## config.mk

```make
export PLATFORM = sky130hd
export DESIGN_NAME = pulse_width_packet_receiver_top_flat
export DESIGN_NICKNAME = d
export VERILOG_FILES = /design/src/rtl/pwpr_pkg.sv /design/src/rtl/pwpr_in_if.sv /design/src/rtl/pwpr_out_if.sv /design/src/rtl/pwpr_front.sv /design/src/rtl/pwpr_queue.sv /design/src/rtl/pwpr_back.sv /design/src/rtl/pulse_width_packet_receiver_top.sv /design/src/flat_wrapper.sv
export SDC_FILE = /design/constraint.sdc
export NUM_CORES = 1
export LEC_CHECK = 0
export BUFFER_PORTS_ARGS = -buffer_cell sky130_fd_sc_hd__buf_2
export CORE_ASPECT_RATIO = 0.5
export CORE_MARGIN = 5
export CORE_UTILIZATION = 43
export CTS_CLUSTER_DIAMETER = 50
export DETAILED_ROUTE_END_ITERATION = 16
export PLACE_DENSITY = 0.63
export REMOVE_ABC_BUFFERS = 1
export SLEW_MARGIN = 20
export SYNTH_ARGS = -nofsm -noshare
export SYNTH_HDL_FRONTEND = slang
export SYNTH_SLANG_ARGS = --single-unit
```

## constraint.sdc

```tcl
create_clock -name clk -period 2.9 [get_ports clk]
set_clock_uncertainty 0.2 [all_clocks]
set_input_delay 0.29 -clock clk [delete_from_list [all_inputs] [get_ports clk]]
set_output_delay 0.29 -clock clk [all_outputs]
set_load 0.05 [all_outputs]
```

## src/rtl/pwpr_pkg.sv

```systemverilog
// Shared types and constants of the pulse-width packet receiver.
package pwpr_pkg;

  localparam int WIDTH_W       = 16;  // interval and width thresholds
  localparam int PRE_W         = 8;   // preamble threshold and bit counter
  localparam int BYTE_W        = 8;
  localparam int IDX_W         = 5;   // ring slot as seen on the result channel
  localparam int BITS_PER_BYTE = 8;
  localparam int Q_DEPTH       = 4;   // power of two

  localparam logic [WIDTH_W-1:0] ONE_MIN_RST  = 16'h00C0;
  localparam logic [WIDTH_W-1:0] ONE_MAX_RST  = 16'h0100;
  localparam logic [WIDTH_W-1:0] ZERO_MIN_RST = 16'h0080;
  localparam logic [PRE_W-1:0]   PRE_MIN_RST  = 8'd11;

  typedef enum logic [1:0] {
    CFG_ONE_MIN  = 2'd0,
    CFG_ONE_MAX  = 2'd1,
    CFG_ZERO_MIN = 2'd2,
    CFG_PRE_MIN  = 2'd3
  } cfg_idx_t;

  // Classified item: timeout tick, or edge with its window compares.
  typedef struct packed {
    logic tick;
    logic in_window;
    logic above_zero;
  } cls_t;

  typedef struct packed {
    logic valid;
    cls_t cls;
  } cls_push_t;

endpackage

```

## src/rtl/pwpr_in_if.sv

```systemverilog
// Input channel: edge interval or timer tick.
interface pwpr_in_if;
  import pwpr_pkg::*;

  logic               valid;
  logic               ready;
  logic               mode;
  logic [WIDTH_W-1:0] interval;

  modport source (output valid, output mode, output interval, input ready);
  modport sink   (input valid, input mode, input interval, output ready);
endinterface

```

## src/rtl/pwpr_out_if.sv

```systemverilog
// Result channel: decoded byte with ring slot and packet end flag.
interface pwpr_out_if;
  import pwpr_pkg::*;

  logic              valid;
  logic              ready;
  logic [BYTE_W-1:0] byte_value;
  logic [IDX_W-1:0]  byte_index;
  logic              packet_end;

  modport source (output valid, output byte_value, output byte_index, output packet_end,
                  input ready);
  modport sink   (input valid, input byte_value, input byte_index, input packet_end,
                  output ready);
endinterface

```

## src/rtl/pwpr_front.sv

```systemverilog
// Front end: accepts items and classifies intervals against the width windows.
module pwpr_front (
  input  logic                       clk,
  input  logic                       rst_n,
  pwpr_in_if.sink                    in_ch,
  input  logic                       cfg_we,
  input  pwpr_pkg::cfg_idx_t         cfg_index,
  input  logic [pwpr_pkg::WIDTH_W-1:0] cfg_data,
  output pwpr_pkg::cls_push_t        push,
  input  logic                       push_ready
);
  import pwpr_pkg::*;

  logic [WIDTH_W-1:0] one_min_r, one_max_r, zero_min_r;
  logic               fv_r, fv_nxt;
  cls_t               cls_r, cls_nxt;
  logic               take;

  assign in_ch.ready = !fv_r || push_ready;
  assign take        = in_ch.valid && in_ch.ready;

  always_comb begin
    cls_nxt.tick       = in_ch.mode;
    cls_nxt.in_window  = (in_ch.interval >= one_min_r) && (in_ch.interval <= one_max_r);
    cls_nxt.above_zero = in_ch.interval > zero_min_r;
  end

  always_comb begin
    if (take) begin
      fv_nxt = 1'b1;
    end else if (push_ready) begin
      fv_nxt = 1'b0;
    end else begin
      fv_nxt = fv_r;
    end
  end

  always_ff @(posedge clk) begin
    if (!rst_n) begin
      fv_r       <= 1'b0;
      one_min_r  <= ONE_MIN_RST;
      one_max_r  <= ONE_MAX_RST;
      zero_min_r <= ZERO_MIN_RST;
    end else begin
      fv_r <= fv_nxt;
      if (cfg_we) begin
        unique case (cfg_index)
          CFG_ONE_MIN:  one_min_r  <= cfg_data;
          CFG_ONE_MAX:  one_max_r  <= cfg_data;
          CFG_ZERO_MIN: zero_min_r <= cfg_data;
          CFG_PRE_MIN:  ;
          default:      ;
        endcase
      end
    end
  end

  always_ff @(posedge clk) begin
    if (take) begin
      cls_r <= cls_nxt;
    end
  end

  assign push.valid = fv_r;
  assign push.cls   = cls_r;

endmodule

```

## src/rtl/pwpr_queue.sv

```systemverilog
// Short queue of classified items between front and back end.
module pwpr_queue (
  input  logic                clk,
  input  logic                rst_n,
  input  pwpr_pkg::cls_push_t push,
  output logic                push_ready,
  output logic                pop_valid,
  output pwpr_pkg::cls_t      pop_cls,
  input  logic                pop
);
  import pwpr_pkg::*;

  localparam int PTR_W = $clog2(Q_DEPTH);
  localparam int CNT_W = PTR_W + 1;

  cls_t             mem_r [Q_DEPTH];
  logic [PTR_W-1:0] wr_ptr_r, rd_ptr_r;
  logic [CNT_W-1:0] cnt_r, cnt_nxt;
  logic             do_push, do_pop;

  assign push_ready = cnt_r != CNT_W'(Q_DEPTH);
  assign pop_valid  = cnt_r != '0;
  assign pop_cls    = mem_r[rd_ptr_r];
  assign do_push    = push.valid && push_ready;
  assign do_pop     = pop && pop_valid;

  always_comb begin
    cnt_nxt = cnt_r;
    if (do_push && !do_pop) begin
      cnt_nxt = cnt_r + 1'b1;
    end else if (do_pop && !do_push) begin
      cnt_nxt = cnt_r - 1'b1;
    end
  end

  always_ff @(posedge clk) begin
    if (!rst_n) begin
      wr_ptr_r <= '0;
      rd_ptr_r <= '0;
      cnt_r    <= '0;
    end else begin
      cnt_r <= cnt_nxt;
      if (do_push) begin
        wr_ptr_r <= wr_ptr_r + 1'b1;
      end
      if (do_pop) begin
        rd_ptr_r <= rd_ptr_r + 1'b1;
      end
    end
  end

  always_ff @(posedge clk) begin
    if (do_push) begin
      mem_r[wr_ptr_r] <= push.cls;
    end
  end

endmodule

```

## src/rtl/pwpr_back.sv

```systemverilog
// Back end: preamble search, byte assembly, separator handling, result register.
module pwpr_back #(
  parameter int RING_DEPTH = 32
) (
  input  logic                       clk,
  input  logic                       rst_n,
  input  logic                       pop_valid,
  input  pwpr_pkg::cls_t             pop_cls,
  output logic                       pop,
  input  logic                       cfg_we,
  input  pwpr_pkg::cfg_idx_t         cfg_index,
  input  logic [pwpr_pkg::WIDTH_W-1:0] cfg_data,
  pwpr_out_if.source                 out_ch
);
  import pwpr_pkg::*;

  localparam int                SLOT_W = $clog2(RING_DEPTH);
  localparam logic [SLOT_W-1:0] LAST   = SLOT_W'(RING_DEPTH - 1);

  logic [PRE_W-1:0]  pre_min_r;
  logic              rx_r, rx_nxt;
  logic              to_r, to_nxt;
  logic [PRE_W-1:0]  cnt_r, cnt_nxt;
  logic [BYTE_W-1:0] sb_r, sb_nxt;
  logic [SLOT_W-1:0] slot_r, slot_nxt;

  logic              ov_r, ov_nxt;
  logic [BYTE_W-1:0] obyte_r;
  logic [IDX_W-1:0]  oidx_r;
  logic              oend_r;

  logic              is_one, is_zero, emit;
  logic [IDX_W+SLOT_W-1:0] slot_ext;

  assign pop      = pop_valid && (!ov_r || out_ch.ready);
  assign is_one   = pop_cls.in_window && !to_r;
  assign is_zero  = pop_cls.above_zero || to_r;
  assign slot_ext = {{IDX_W{1'b0}}, slot_r};

  always_comb begin
    rx_nxt   = rx_r;
    to_nxt   = to_r;
    cnt_nxt  = cnt_r;
    sb_nxt   = sb_r;
    slot_nxt = slot_r;
    emit     = 1'b0;
    if (pop) begin
      priority if (pop_cls.tick) begin
        to_nxt = 1'b1;
      end else if (!rx_r) begin
        // preamble search
        if (is_one) begin
          if (cnt_r != '1) begin
            cnt_nxt = cnt_r + 1'b1;
          end
        end else if (is_zero && (cnt_r > pre_min_r)) begin
          rx_nxt  = 1'b1;
          to_nxt  = 1'b0;
          cnt_nxt = '0;
          sb_nxt  = '0;
        end
      end else if (cnt_r < PRE_W'(BITS_PER_BYTE)) begin
        // data bit; an undecided interval still counts but leaves the byte
        if (is_one) begin
          sb_nxt = {sb_r[BYTE_W-2:0], 1'b1};
        end else if (is_zero) begin
          sb_nxt = {sb_r[BYTE_W-2:0], 1'b0};
        end
        cnt_nxt = cnt_r + 1'b1;
      end else begin
        // separator
        emit    = 1'b1;
        cnt_nxt = '0;
        if (is_one) begin
          rx_nxt = 1'b0;
        end else begin
          slot_nxt = (slot_r == LAST) ? '0 : slot_r + 1'b1;
        end
      end
    end
  end

  always_comb begin
    if (emit) begin
      ov_nxt = 1'b1;
    end else if (out_ch.ready) begin
      ov_nxt = 1'b0;
    end else begin
      ov_nxt = ov_r;
    end
  end

  always_ff @(posedge clk) begin
    if (!rst_n) begin
      pre_min_r <= PRE_MIN_RST;
      rx_r      <= 1'b0;
      to_r      <= 1'b0;
      cnt_r     <= '0;
      sb_r      <= '0;
      slot_r    <= '0;
      ov_r      <= 1'b0;
    end else begin
      rx_r   <= rx_nxt;
      to_r   <= to_nxt;
      cnt_r  <= cnt_nxt;
      sb_r   <= sb_nxt;
      slot_r <= slot_nxt;
      ov_r   <= ov_nxt;
      if (cfg_we && (cfg_index == CFG_PRE_MIN)) begin
        pre_min_r <= cfg_data[PRE_W-1:0];
      end
    end
  end

  always_ff @(posedge clk) begin
    if (emit) begin
      obyte_r <= sb_r;
      oidx_r  <= slot_ext[IDX_W-1:0];
      oend_r  <= is_one;
    end
  end

  assign out_ch.valid      = ov_r;
  assign out_ch.byte_value = obyte_r;
  assign out_ch.byte_index = oidx_r;
  assign out_ch.packet_end = oend_r;

endmodule

```

## src/rtl/pulse_width_packet_receiver_top.sv

```systemverilog
// Pulse-width packet receiver: one item per cycle sustained; the front stage,
// the four-entry queue and the result register let either side stall alone.
// The separator item passes through the front stage, a queue slot and the result register,
// in that order, before out_ch.valid rises.
// Reset (rst_n low, synchronous): thresholds return to defaults, decoder to
// preamble search, queue and result register empty.
module pulse_width_packet_receiver_top #(
  parameter int RING_DEPTH = 32
) (
  input  logic                         clk,
  input  logic                         rst_n,
  pwpr_in_if.sink                      in_ch,
  pwpr_out_if.source                   out_ch,
  input  logic                         cfg_we,
  input  pwpr_pkg::cfg_idx_t           cfg_index,
  input  logic [pwpr_pkg::WIDTH_W-1:0] cfg_data
);
  import pwpr_pkg::*;

  cls_push_t push;
  logic      push_ready;
  logic      pop_valid;
  cls_t      pop_cls;
  logic      pop;

  pwpr_front u_front (
    .clk        (clk),
    .rst_n      (rst_n),
    .in_ch      (in_ch),
    .cfg_we     (cfg_we),
    .cfg_index  (cfg_index),
    .cfg_data   (cfg_data),
    .push       (push),
    .push_ready (push_ready)
  );

  pwpr_queue u_queue (
    .clk        (clk),
    .rst_n      (rst_n),
    .push       (push),
    .push_ready (push_ready),
    .pop_valid  (pop_valid),
    .pop_cls    (pop_cls),
    .pop        (pop)
  );

  pwpr_back #(
    .RING_DEPTH (RING_DEPTH)
  ) u_back (
    .clk       (clk),
    .rst_n     (rst_n),
    .pop_valid (pop_valid),
    .pop_cls   (pop_cls),
    .pop       (pop),
    .cfg_we    (cfg_we),
    .cfg_index (cfg_index),
    .cfg_data  (cfg_data),
    .out_ch    (out_ch)
  );

endmodule

```

## src/flat_wrapper.sv

```systemverilog
// flat-port wrapper written by rule: the top's interface ports become plain ports
module pulse_width_packet_receiver_top_flat import pwpr_pkg::*;
#(
  parameter int RING_DEPTH = 32
)
  (clk, rst_n, cfg_we, cfg_index, cfg_data, in_ch_valid, in_ch_mode, in_ch_interval, in_ch_ready, out_ch_valid, out_ch_byte_value, out_ch_byte_index, out_ch_packet_end, out_ch_ready);
  pwpr_in_if in_ch_i ();
  pwpr_out_if out_ch_i ();
  input  logic clk;
  input  logic rst_n;
  input  logic cfg_we;
  input  pwpr_pkg::cfg_idx_t cfg_index;
  input  logic [pwpr_pkg::WIDTH_W-1:0] cfg_data;
  input wire logic [$bits(in_ch_i.valid)-1:0] in_ch_valid;
  input wire logic [$bits(in_ch_i.mode)-1:0] in_ch_mode;
  input wire logic [$bits(in_ch_i.interval)-1:0] in_ch_interval;
  output wire logic [$bits(in_ch_i.ready)-1:0] in_ch_ready;
  output wire logic [$bits(out_ch_i.valid)-1:0] out_ch_valid;
  output wire logic [$bits(out_ch_i.byte_value)-1:0] out_ch_byte_value;
  output wire logic [$bits(out_ch_i.byte_index)-1:0] out_ch_byte_index;
  output wire logic [$bits(out_ch_i.packet_end)-1:0] out_ch_packet_end;
  input wire logic [$bits(out_ch_i.ready)-1:0] out_ch_ready;
  assign in_ch_i.valid = in_ch_valid;
  assign in_ch_i.mode = in_ch_mode;
  assign in_ch_i.interval = in_ch_interval;
  assign in_ch_ready = in_ch_i.ready;
  assign out_ch_valid = out_ch_i.valid;
  assign out_ch_byte_value = out_ch_i.byte_value;
  assign out_ch_byte_index = out_ch_i.byte_index;
  assign out_ch_packet_end = out_ch_i.packet_end;
  assign out_ch_i.ready = out_ch_ready;
  pulse_width_packet_receiver_top #(.RING_DEPTH(RING_DEPTH)) u_core (.clk(clk), .rst_n(rst_n), .in_ch(in_ch_i), .out_ch(out_ch_i), .cfg_we(cfg_we), .cfg_index(cfg_index), .cfg_data(cfg_data));
endmodule
```

### Yosys cells after proc, flatten, opt, wreduce, memory -nomap -nowiden

Memory sizes are Yosys's and may differ from the RTL's. A register that Yosys moved wholly into a read port is not among the register bits.
Cells that the tools add are included.

* bits in registers: 105
* latch bits: 0
* memory bits (writable): 12
* memory bits (read-only): 0
* input port bits: 40
* word-level logic and storage cells: 115
* memories kept: 1

* add/sub/neg operators: 6
* $mul: 0
* divide/modulo/power cells: 0
* order comparisons: 5
* equality and inequality tests: 12
* shifts and indexed selects: 0
* muxes and demuxes: 34
* bitwise gates (word level): 3
* reductions and logical operators: 34

Memories
* u_core.u_queue.mem_r: depth 4, width 3, rd ports 1, clocked after memory_dff 1, wr ports 1, line pwpr_queue.sv:16 `cls_t mem_r [Q_DEPTH];`

Operators by type and width (number)
* $mux 8: 10
* $mux 1: 19
* $ge 16x16->1: 1
* $gt 16x16->1: 1
* $le 16x16->1: 1
* $logic_and 1x1->1: 10
* $reduce_bool 2->1: 5
* $add 8x1->8 const B: 1
* $gt 8x8->1: 1
* $lt 8x4->1 const B: 1
* $ne 8x8->1 const B: 1
* $reduce_and 2->1: 4
* $reduce_and 4->1: 2
* $mux 3: 2
* $ne 2x1->1 const B: 3
* $reduce_and 6->1: 1
* $reduce_bool 3->1: 2
* $add 5x1->5 const B: 1
* $eq 5x5->1 const B: 1
* $logic_not 1->1: 5
* $mux 5: 1
* $reduce_and 5->1: 1
* $add 2x1->2 const B: 2
* $eq 2x2->1 const B: 2
* other kinds (11): 16

### Longest topological paths before layout

Gate-level depths: netlist of run 1.

* depth in word-level cells: 7
* gate-level depth with buffers: 9

### Cells and area by module

Synthesis of run 1 repeated with hierarchy kept, for this count alone.

* cells, all modules: 669
* area total of the unflattened synthesis: 6189.7 um^2

Modules (own cells, without submodules)
* pwpr_front: times used 1, cells each 381, area each 3114.2 um^2, seq. area each 1071.0 um^2
* pwpr_back: times used 1, cells each 225, area each 2143.3 um^2, seq. area each 1061.0 um^2
* pwpr_queue: times used 1, cells each 63, area each 932.1 um^2, seq. area each 540.5 um^2

### Least setup slack after synthesis of run 1

OpenSTA, ideal clock, no wires.

* path kind: reg-to-reg
* from: register (tool-made name)
* to: register u_core.u_back.oidx_r[0] (netlist: u_core.u_back.out_ch.byte_index[0]), enable pin
* library setup time: 0.371 ns
* data arrival time: 1.930 ns
* setup slack: 0.400 ns
* stages on the path, launching flop included: 6
* buffers on the path: 1
* clock period less this slack: 2.500 ns
* path through: dfxtp_1 > mux4_2 > or3_1 > buf_6 > a21oi_2 > and2_1

RTL lines
* end signal, assigned: line pwpr_back.sv:118 `oidx_r <= slot_ext[IDX_W-1:0];`
* end, declared: line pwpr_back.sv:29 `logic [IDX_W-1:0] oidx_r;`

==> summary.txt, run 1 <==
Status
  • Status: complete, no violations

Clocking
  • TritonCTS Sinks: around 120
  • Post-CTS Repair Setup Buffers: 0
  • CTS max path bufs: 2
  • Post-CTS Resized: 0
  • Clock Root Buffer: clkbuf_16
  • CTS buffer count: 17
  • Htree depth: 4
  • Worst-Skew Late Latency: around 0.4 ns
  • CTS tree: built
  • Hold Buf Count CTS: 18
  • Clock Pin Slew Worst Setup and Hold Paths: 0.06 ns

Setup path
  • Startpoint types: flop
  • Reg2reg setup slack: about 0.25 ns
  • R2R cell count: 6
  • FF-to-FF End: u_core.u_back.sb_r[4]
  • Req. time, crit path: about 3.0 ns
  • Critical path data arrival time: about 2.8 ns
  • Worst-path fanout max: 15
  • Kind of critical path: reg -> reg
  • Worst setup EP type: flop
  • CP endpoint: u_core.u_back.sb_r[4]

Synthesis
  • EDFF count, synth: 29
  • Seq/Total Area, Yosys: roughly 43%
  • Biggest area consumer among synthesized cells: dfxtp_1
  • Most common flop cell mapped by yosys: dfxtp_1
  • Mapped cell area: between 6000 and 7000 um^2
  • Synth top area share: 28.7%
  • Most common cell in the netlist: nand2_1
  • Synth Area per Inst: just over 9 um^2
  • Number of synthesized register bits: between 100 and 150
  • Gate Count Post-Synth: a little under 700
  • Asr flop ratio synth: 0%
  • YS warnings: 0
  • Commonest cells post-synth: 135 x nand2_1, 90 x dfxtp_1, 64 x ha_1, 61 x inv_1, 51 x a21boi_0
  • Synth top area cells: dfxtp_1 29%, edfxtp_1 14%, ha_1 13%, nand2_1 8.1%, a21boi_0 6.1%
  • Post-synth cell types: between 50 and 60

GRT
  • Vias in the first global route: between 4000 and 5000
  • Initial antenna violation count: 0
  • First-pass GRT wire length: 22700 um
  • Total GRT Usage: around 16%
  • Remaining global-route overflow: 0
  • Pin count of the biggest net entering global routing: 32

Place
  • Placed Area: approximately 6700 um^2
  • Final Wtd Congestion: a little over 0.8
  • Dpl hpwl: 9700 um
  • Number of port buffers: 55
  • Post-Place Worst Slack: between 0.2 and 0.25 ns
  • Post-Place Cells: around 930

Route
  • Pre-antenna DRT Iters: 5
  • DR WL/cell: 13.9 um
  • Initial DRC Count: approximately 220
  • Via count: 4919
  • Drt total wl: between 10000 and 15000 um
  • DRC Markers: 0
  • Vias/cell: 5.05
  • Post-DRT Antenna Nets: 0

Timing
  • Final setup viols: 0
  • Final hold violation count: 0
  • Worst slew pin tran: 0.764 ns
  • Fin crit share: 91.5%
  • Slack of the critical path: between 0.2 and 0.25 ns
  • Slew margin rel.: 49.0%
  • Final min period: 2.65 ns
  • Max Fclk: ~0.38 GHz
  • Fin. max-slew vios: 0
  • Setup TNS: 0 ns
  • RSZ-0062 raised after global routing: false
  • Hold slack: just under 0.07 ns

Finish
  • Layout cells sized above 1: 14.4%
  • Reg area: 2670 um^2
  • Filler cells: about 1300
  • Area grow syn2layout: 20.5%
  • Multi-input logic area: about 3200 um^2
  • Finished Layout Cells: between 900 and 1000
  • Util after Layout: 52.6%
  • Nets: 869
  • N_diodes: 0
  • Design Area, Final: between 7000 and 8000 um^2

Power
  • Pwr per Cell Area: ~650 nW/um^2
  • Maximum VDD drop: 0.349 mV
  • Power Total: approximately 5 mW
  • Leakage: between 2 and 3 nW

Floorplanning
  • Core Region: 14400 um^2
  • Die Area: between 15000 and 20000 um^2
  • Die X: ~180 um
  • Die span in y: between 90 and 100 um
  • I/O pin count: 56
  • Num rows: 31
  • Initial Utilization: approximately 44%

Hold path
  • Worst Hold Launch: out_ch_ready
  • Hold Crit Class: in -> reg
  • Worst Hold Path Cells: 3

Flow run
  • Max-Cap Viols: 0
[cell usage in the layout (no fill, tap or decap), types with 21 or more instances in the layout]
cell type and n:
o21ai_0 21, buf_2 55, ha_1 64, dfxtp_1 90
nand2_1 135, inv_1 61, edfxtp_1 29, a21boi_0 51
[routing by layer]
| layer | part of all wire (%) | up-vias | GRT usage (%) |
|---|---|---|---|
| met2 | 47 | 77 | 27.6 |
| met3 | 3.7 | 13 | 4.27 |
| met5 | 0 | - | 0 |
| met1 | 48 | 2270 | 20.5 |
| li1 | - | 2559 | - |
| met4 | 1.4 | 0 | 5.72 |
[worst min-delay path by stage]
stage / to / slack, ns
detailed placement: u_core.u_back.out_ch.byte_value[7] / 0.23
CTS: u_core.u_back.out_ch.valid / 0.08
global placement: u_core.u_back.out_ch.byte_value[7] / 0.23
finish: u_core.u_back.out_ch.valid / 0.07
floorplan: u_core.u_back.pre_min_r[0] / 0.16
global route: u_core.u_back.out_ch.valid / 0.08
[sequential cells by signal, summed over array words and instances, names as in the netlist, named ones only]
| register | cells |
|---|---|
| u_core.u_front.one_max_r | 16 |
| u_core.u_front.one_min_r | 16 |
| u_core.u_front.zero_min_r | 16 |
| u_core.u_queue.mem_r | 12 |
| u_core.u_back.cnt_r | 8 |
| u_core.u_back.out_ch.byte_value | 8 |
| u_core.u_back.pre_min_r | 8 |
| u_core.u_back.sb_r | 8 |
| u_core.u_back.out_ch.byte_index | 5 |
| u_core.u_back.slot_r | 5 |
| u_core.u_front.push | 3 |
| u_core.u_queue.cnt_r | 3 |
| u_core.u_queue.rd_ptr_r | 2 |
| u_core.u_queue.wr_ptr_r | 2 |
| u_core.u_back.out_ch.packet_end | 1 |
| u_core.u_back.out_ch.valid | 1 |
| u_core.u_back.rx_r | 1 |
| u_core.u_back.to_r | 1 |
| u_core.u_front.fv_r | 1 |
[report_power, final]
part	switching [mW]	leakage, nW	internal (mW)	total (mW)
Clock	0.786	0.297	1.43	2.22
Combinational	0.490	1.69	0.368	0.857
Sequential	0.0705	0.981	1.80	1.87
[kinds of logic after synthesis]
| logic type | count (synthesis) | synth area share (%) |
|---|---|---|
| AO/OA/AOI/OAI | 164 | 18.1 |
| flip-flops | 119 | 42.6 |
| buffers and inverters | 90 | 5.80 |
| adder cells (fa/ha/maj) | 65 | 13.1 |
| XOR/XNOR | 5 | 0.698 |
| AND/OR/NAND/NOR | 239 | 17.8 |
| multiplexers | 8 | 1.93 |
[final cells by class]
type                       instances  area share, %
timing repair buffer              83           7.02
tap                              198           3.28
inverter                          62           3.08
sequential                       119           35.3
clock inverter                    13           2.23
multi-input combinational        481           42.9
clock buffer                      19           6.14
[critical path, stage by stage (launching register included)]
cell and delay (ns):
dfxtp_1 0.39, mux4_2 0.54, or3_1 0.49, a211oi_4 0.49, and3_2 0.25, o21ai_0 0.07
a31oi_1 0.15
No activity file was read; power rests on OpenSTA's default activity.
==> inputs of run 2 (changes only) <==
--- a/config.mk
+++ b/config.mk
@@ -11,7 +11,6 @@
 export CORE_UTILIZATION = 43
 export CTS_CLUSTER_DIAMETER = 50
 export DETAILED_ROUTE_END_ITERATION = 16
-export PLACE_DENSITY = 0.63
 export REMOVE_ABC_BUFFERS = 1
 export SLEW_MARGIN = 20
 export SYNTH_ARGS = -nofsm -noshare
==> run 2 against run 1 <==
Effect of this change:
- via count hardly changed
- sequential power is essentially flat
- fmax grew 3.7%
- largest power group unchanged
- register-to-register slack improved by 0.09 ns
- sequential cell count did not move
- cell count is 0.21% lower
- setup slack better by 0.094 ns
- count of clock-buffer cells in the layout increased by 2
- core utilization down 0.34 points
- critical endpoint is now u_core.u_back.sb_r[1]
- routed wire length shrank 0.50%
- sequential share of layout area is 0.23 points higher
- hold slack improved by 0.016 ns
==> summary.txt, run 2 (synthesis gave the netlist of run 1 again) <==
Timing
  • Fin. max-slew vios: 0
  • RSZ-0062 raised after global routing: false
  • Final hold violation count: 0
  • Max Fclk: between 0.3 and 0.4 GHz
  • Worst slew pin tran: around 0.80 ns
  • Final setup viols: 0
  • Slew margin rel.: about 47%
  • Fin crit share: 88.3%
  • Final min period: ~2.6 ns
  • Setup TNS: 0 ns

Power
  • Comb power frac: a little under a fifth
  • Clk network pwr share: between 40 and 50%
  • Pwr per Cell Area: about 640 nW/um^2
  • Switch Pwr: ~1.3 mW
  • Maximum VDD drop: roughly 0.31 mV
  • Int Pwr: approximately 3.6 mW
  • Sw frac: roughly a quarter
  • Sequential Power Share: ~39%
  • Leakage: 2.94 nW

Setup path
  • CP max stage cell: mux4_2
  • Worst-path fanout max: 15
  • Worst path top cell family by delay: simple AND/OR/NAND/NOR gates
  • Req. time, crit path: between 3 and 4 ns
  • Crit-path cells: mux4_2 -> or3_1 -> a211oi_4 -> buf_12 -> and3_2 -> o21ai_0 -> a31oi_1
  • CP peak stage delay: about 0.54 ns
  • Worst setup EP type: flop
  • Startpoint types: flop
  • Critical path data arrival time: between 2 and 3 ns
  • Kind of critical path: reg -> reg
  • Crit path buf inv count: 1

Clocking
  • Htree depth: 4
  • Post-CTS Resized: 0
  • TritonCTS Sinks: about 120
  • CTS buffer count: 17
  • Clock Root Buffer: clkbuf_16
  • Clock Pin Slew Worst Setup and Hold Paths: ~0.050 ns
  • CTS tree: built
  • Worst-Skew Late Latency: 0.40 ns
  • CTS max path bufs: 2

GRT
  • First-pass GRT wire length: roughly 23000 um
  • Vias in the first global route: ~4800
  • Initial antenna violation count: 0
  • Total GRT Usage: between 15 and 20%
  • Remaining global-route overflow: 0
  • Pin count of the biggest net entering global routing: 44

Route
  • Initial DRC Count: 213
  • Vias/cell: between 5 and 6
  • Drt total wl: 13500 um
  • Post-DRT Antenna Nets: 0
  • DRC Markers: 0
  • DR WL/cell: about 14 um
  • Via count: 4920
  • Pre-antenna DRT Iters: 4

Place
  • Dpl hpwl: ~9600 um
  • Placed Area: roughly 6700 um^2
  • Final Wtd Congestion: between 0.8 and 0.9
  • Post-Place Cells: between 900 and 1000
  • Number of port buffers: between 50 and 60

Finish
  • Finished Layout Cells: about 1000
  • Area grow syn2layout: 19.7%
  • Layout cells sized above 1: ~13%
  • Design Area, Final: 7510 um^2
  • Nets: roughly 870
  • N_diodes: 0
  • Top flop regs: u_core.u_front.one_max_r (16), u_core.u_front.one_min_r (16), u_core.u_front.zero_min_r (16)
  • Most common cell after layout, fill and taps aside: nand2_1
  • Util after Layout: 52.2%
  • Most frequent cells in the layout: 135 x nand2_1, 90 x dfxtp_1, 64 x ha_1, 61 x inv_1, 55 x buf_2

Floorplanning
  • Initial Utilization: between 40% and 50%
  • Die span in y: 95.4 um
  • Die Area: around 17000 um^2
  • Num rows: 31
  • Core Region: approximately 14000 um^2
  • Die X: 181 um
  • I/O pin count: 56

Flow run
  • Max-Cap Viols: 0

Status
  • Status: complete, no violations

Hold path
  • Hold Crit Class: in -> reg
run 2: cell count changes in the layout (fill, tap and decap cells not counted), sizes merged:
cell      before  now
clkbuf        19   21
inv           64   62
buf           65   64
clkinvlp       4    3
run 2: power groups by stage:
stage               combinational (mW)  sequential (mW)  clock [mW]
finish                           0.892             1.87        2.07
global route                      1.01             1.89        2.19
CTS                              0.864             1.88        2.12
detailed placement               0.837             1.91           0
global placement                 0.828             1.90           0
floorplan                        0.603             1.89           0
run 2: final timing paths:
path                                             from                                 end  slack (ns)  depth (start not counted)
worst max-delay path                             flop               u_core.u_back.sb_r[1]        0.34                          7
worst min-delay path                     out_ch_ready          u_core.u_back.out_ch.valid        0.08                          3
worst max register to register                   flop               u_core.u_back.sb_r[1]        0.34                          7
worst min register to register  u_core.u_back.sb_r[7]  u_core.u_back.out_ch.byte_value[7]        0.24                          0
run 2: final cells by class:
type,count,area (um^2)
fillers,1365,6880
multi-input cells,481,3250
flip-flops and latches,119,2670
repair buffers,82,536
clock buffers,21,450
well taps,198,248
inverters,62,233
clock inverters,10,129
run 2: per-stage QoR:
stage | hold slack [ns] | total power, mW | setup WS (ns)
after CTS | 0.0934 | 4.86 | 0.229
after global routing | 0.100 | 5.09 | 0.135
after detailed placement | 0.230 | 2.74 | 0.256
final | 0.0843 | 4.84 | 0.341
after global placement | 0.234 | 2.73 | 0.282
after floorplan | 0.162 | 2.49 | 0.366
run 2: what timing repair did:
action	4_1_cts	5_1_grt
hold buffers	18	0
hold endpoints to repair	52	0
setup buffers	0	1
setup endpoints to repair	0	3
run 2: tightest hold or removal path, stage by stage:
cell and delay (ns):
buf_2 0.08, nor2b_1 0.06, o21a_1 0.20
run 2: routing by layer:
layer / track usage (%) / part of all wire (%) / wire length, um
met4: 5.66 / 1.8 / 244
met3: 3.70 / 2.8 / 377
met1: 21.2 / 49 / 6560
met5: 0 / 0 / 0
met2: 28.0 / 47 / 6320
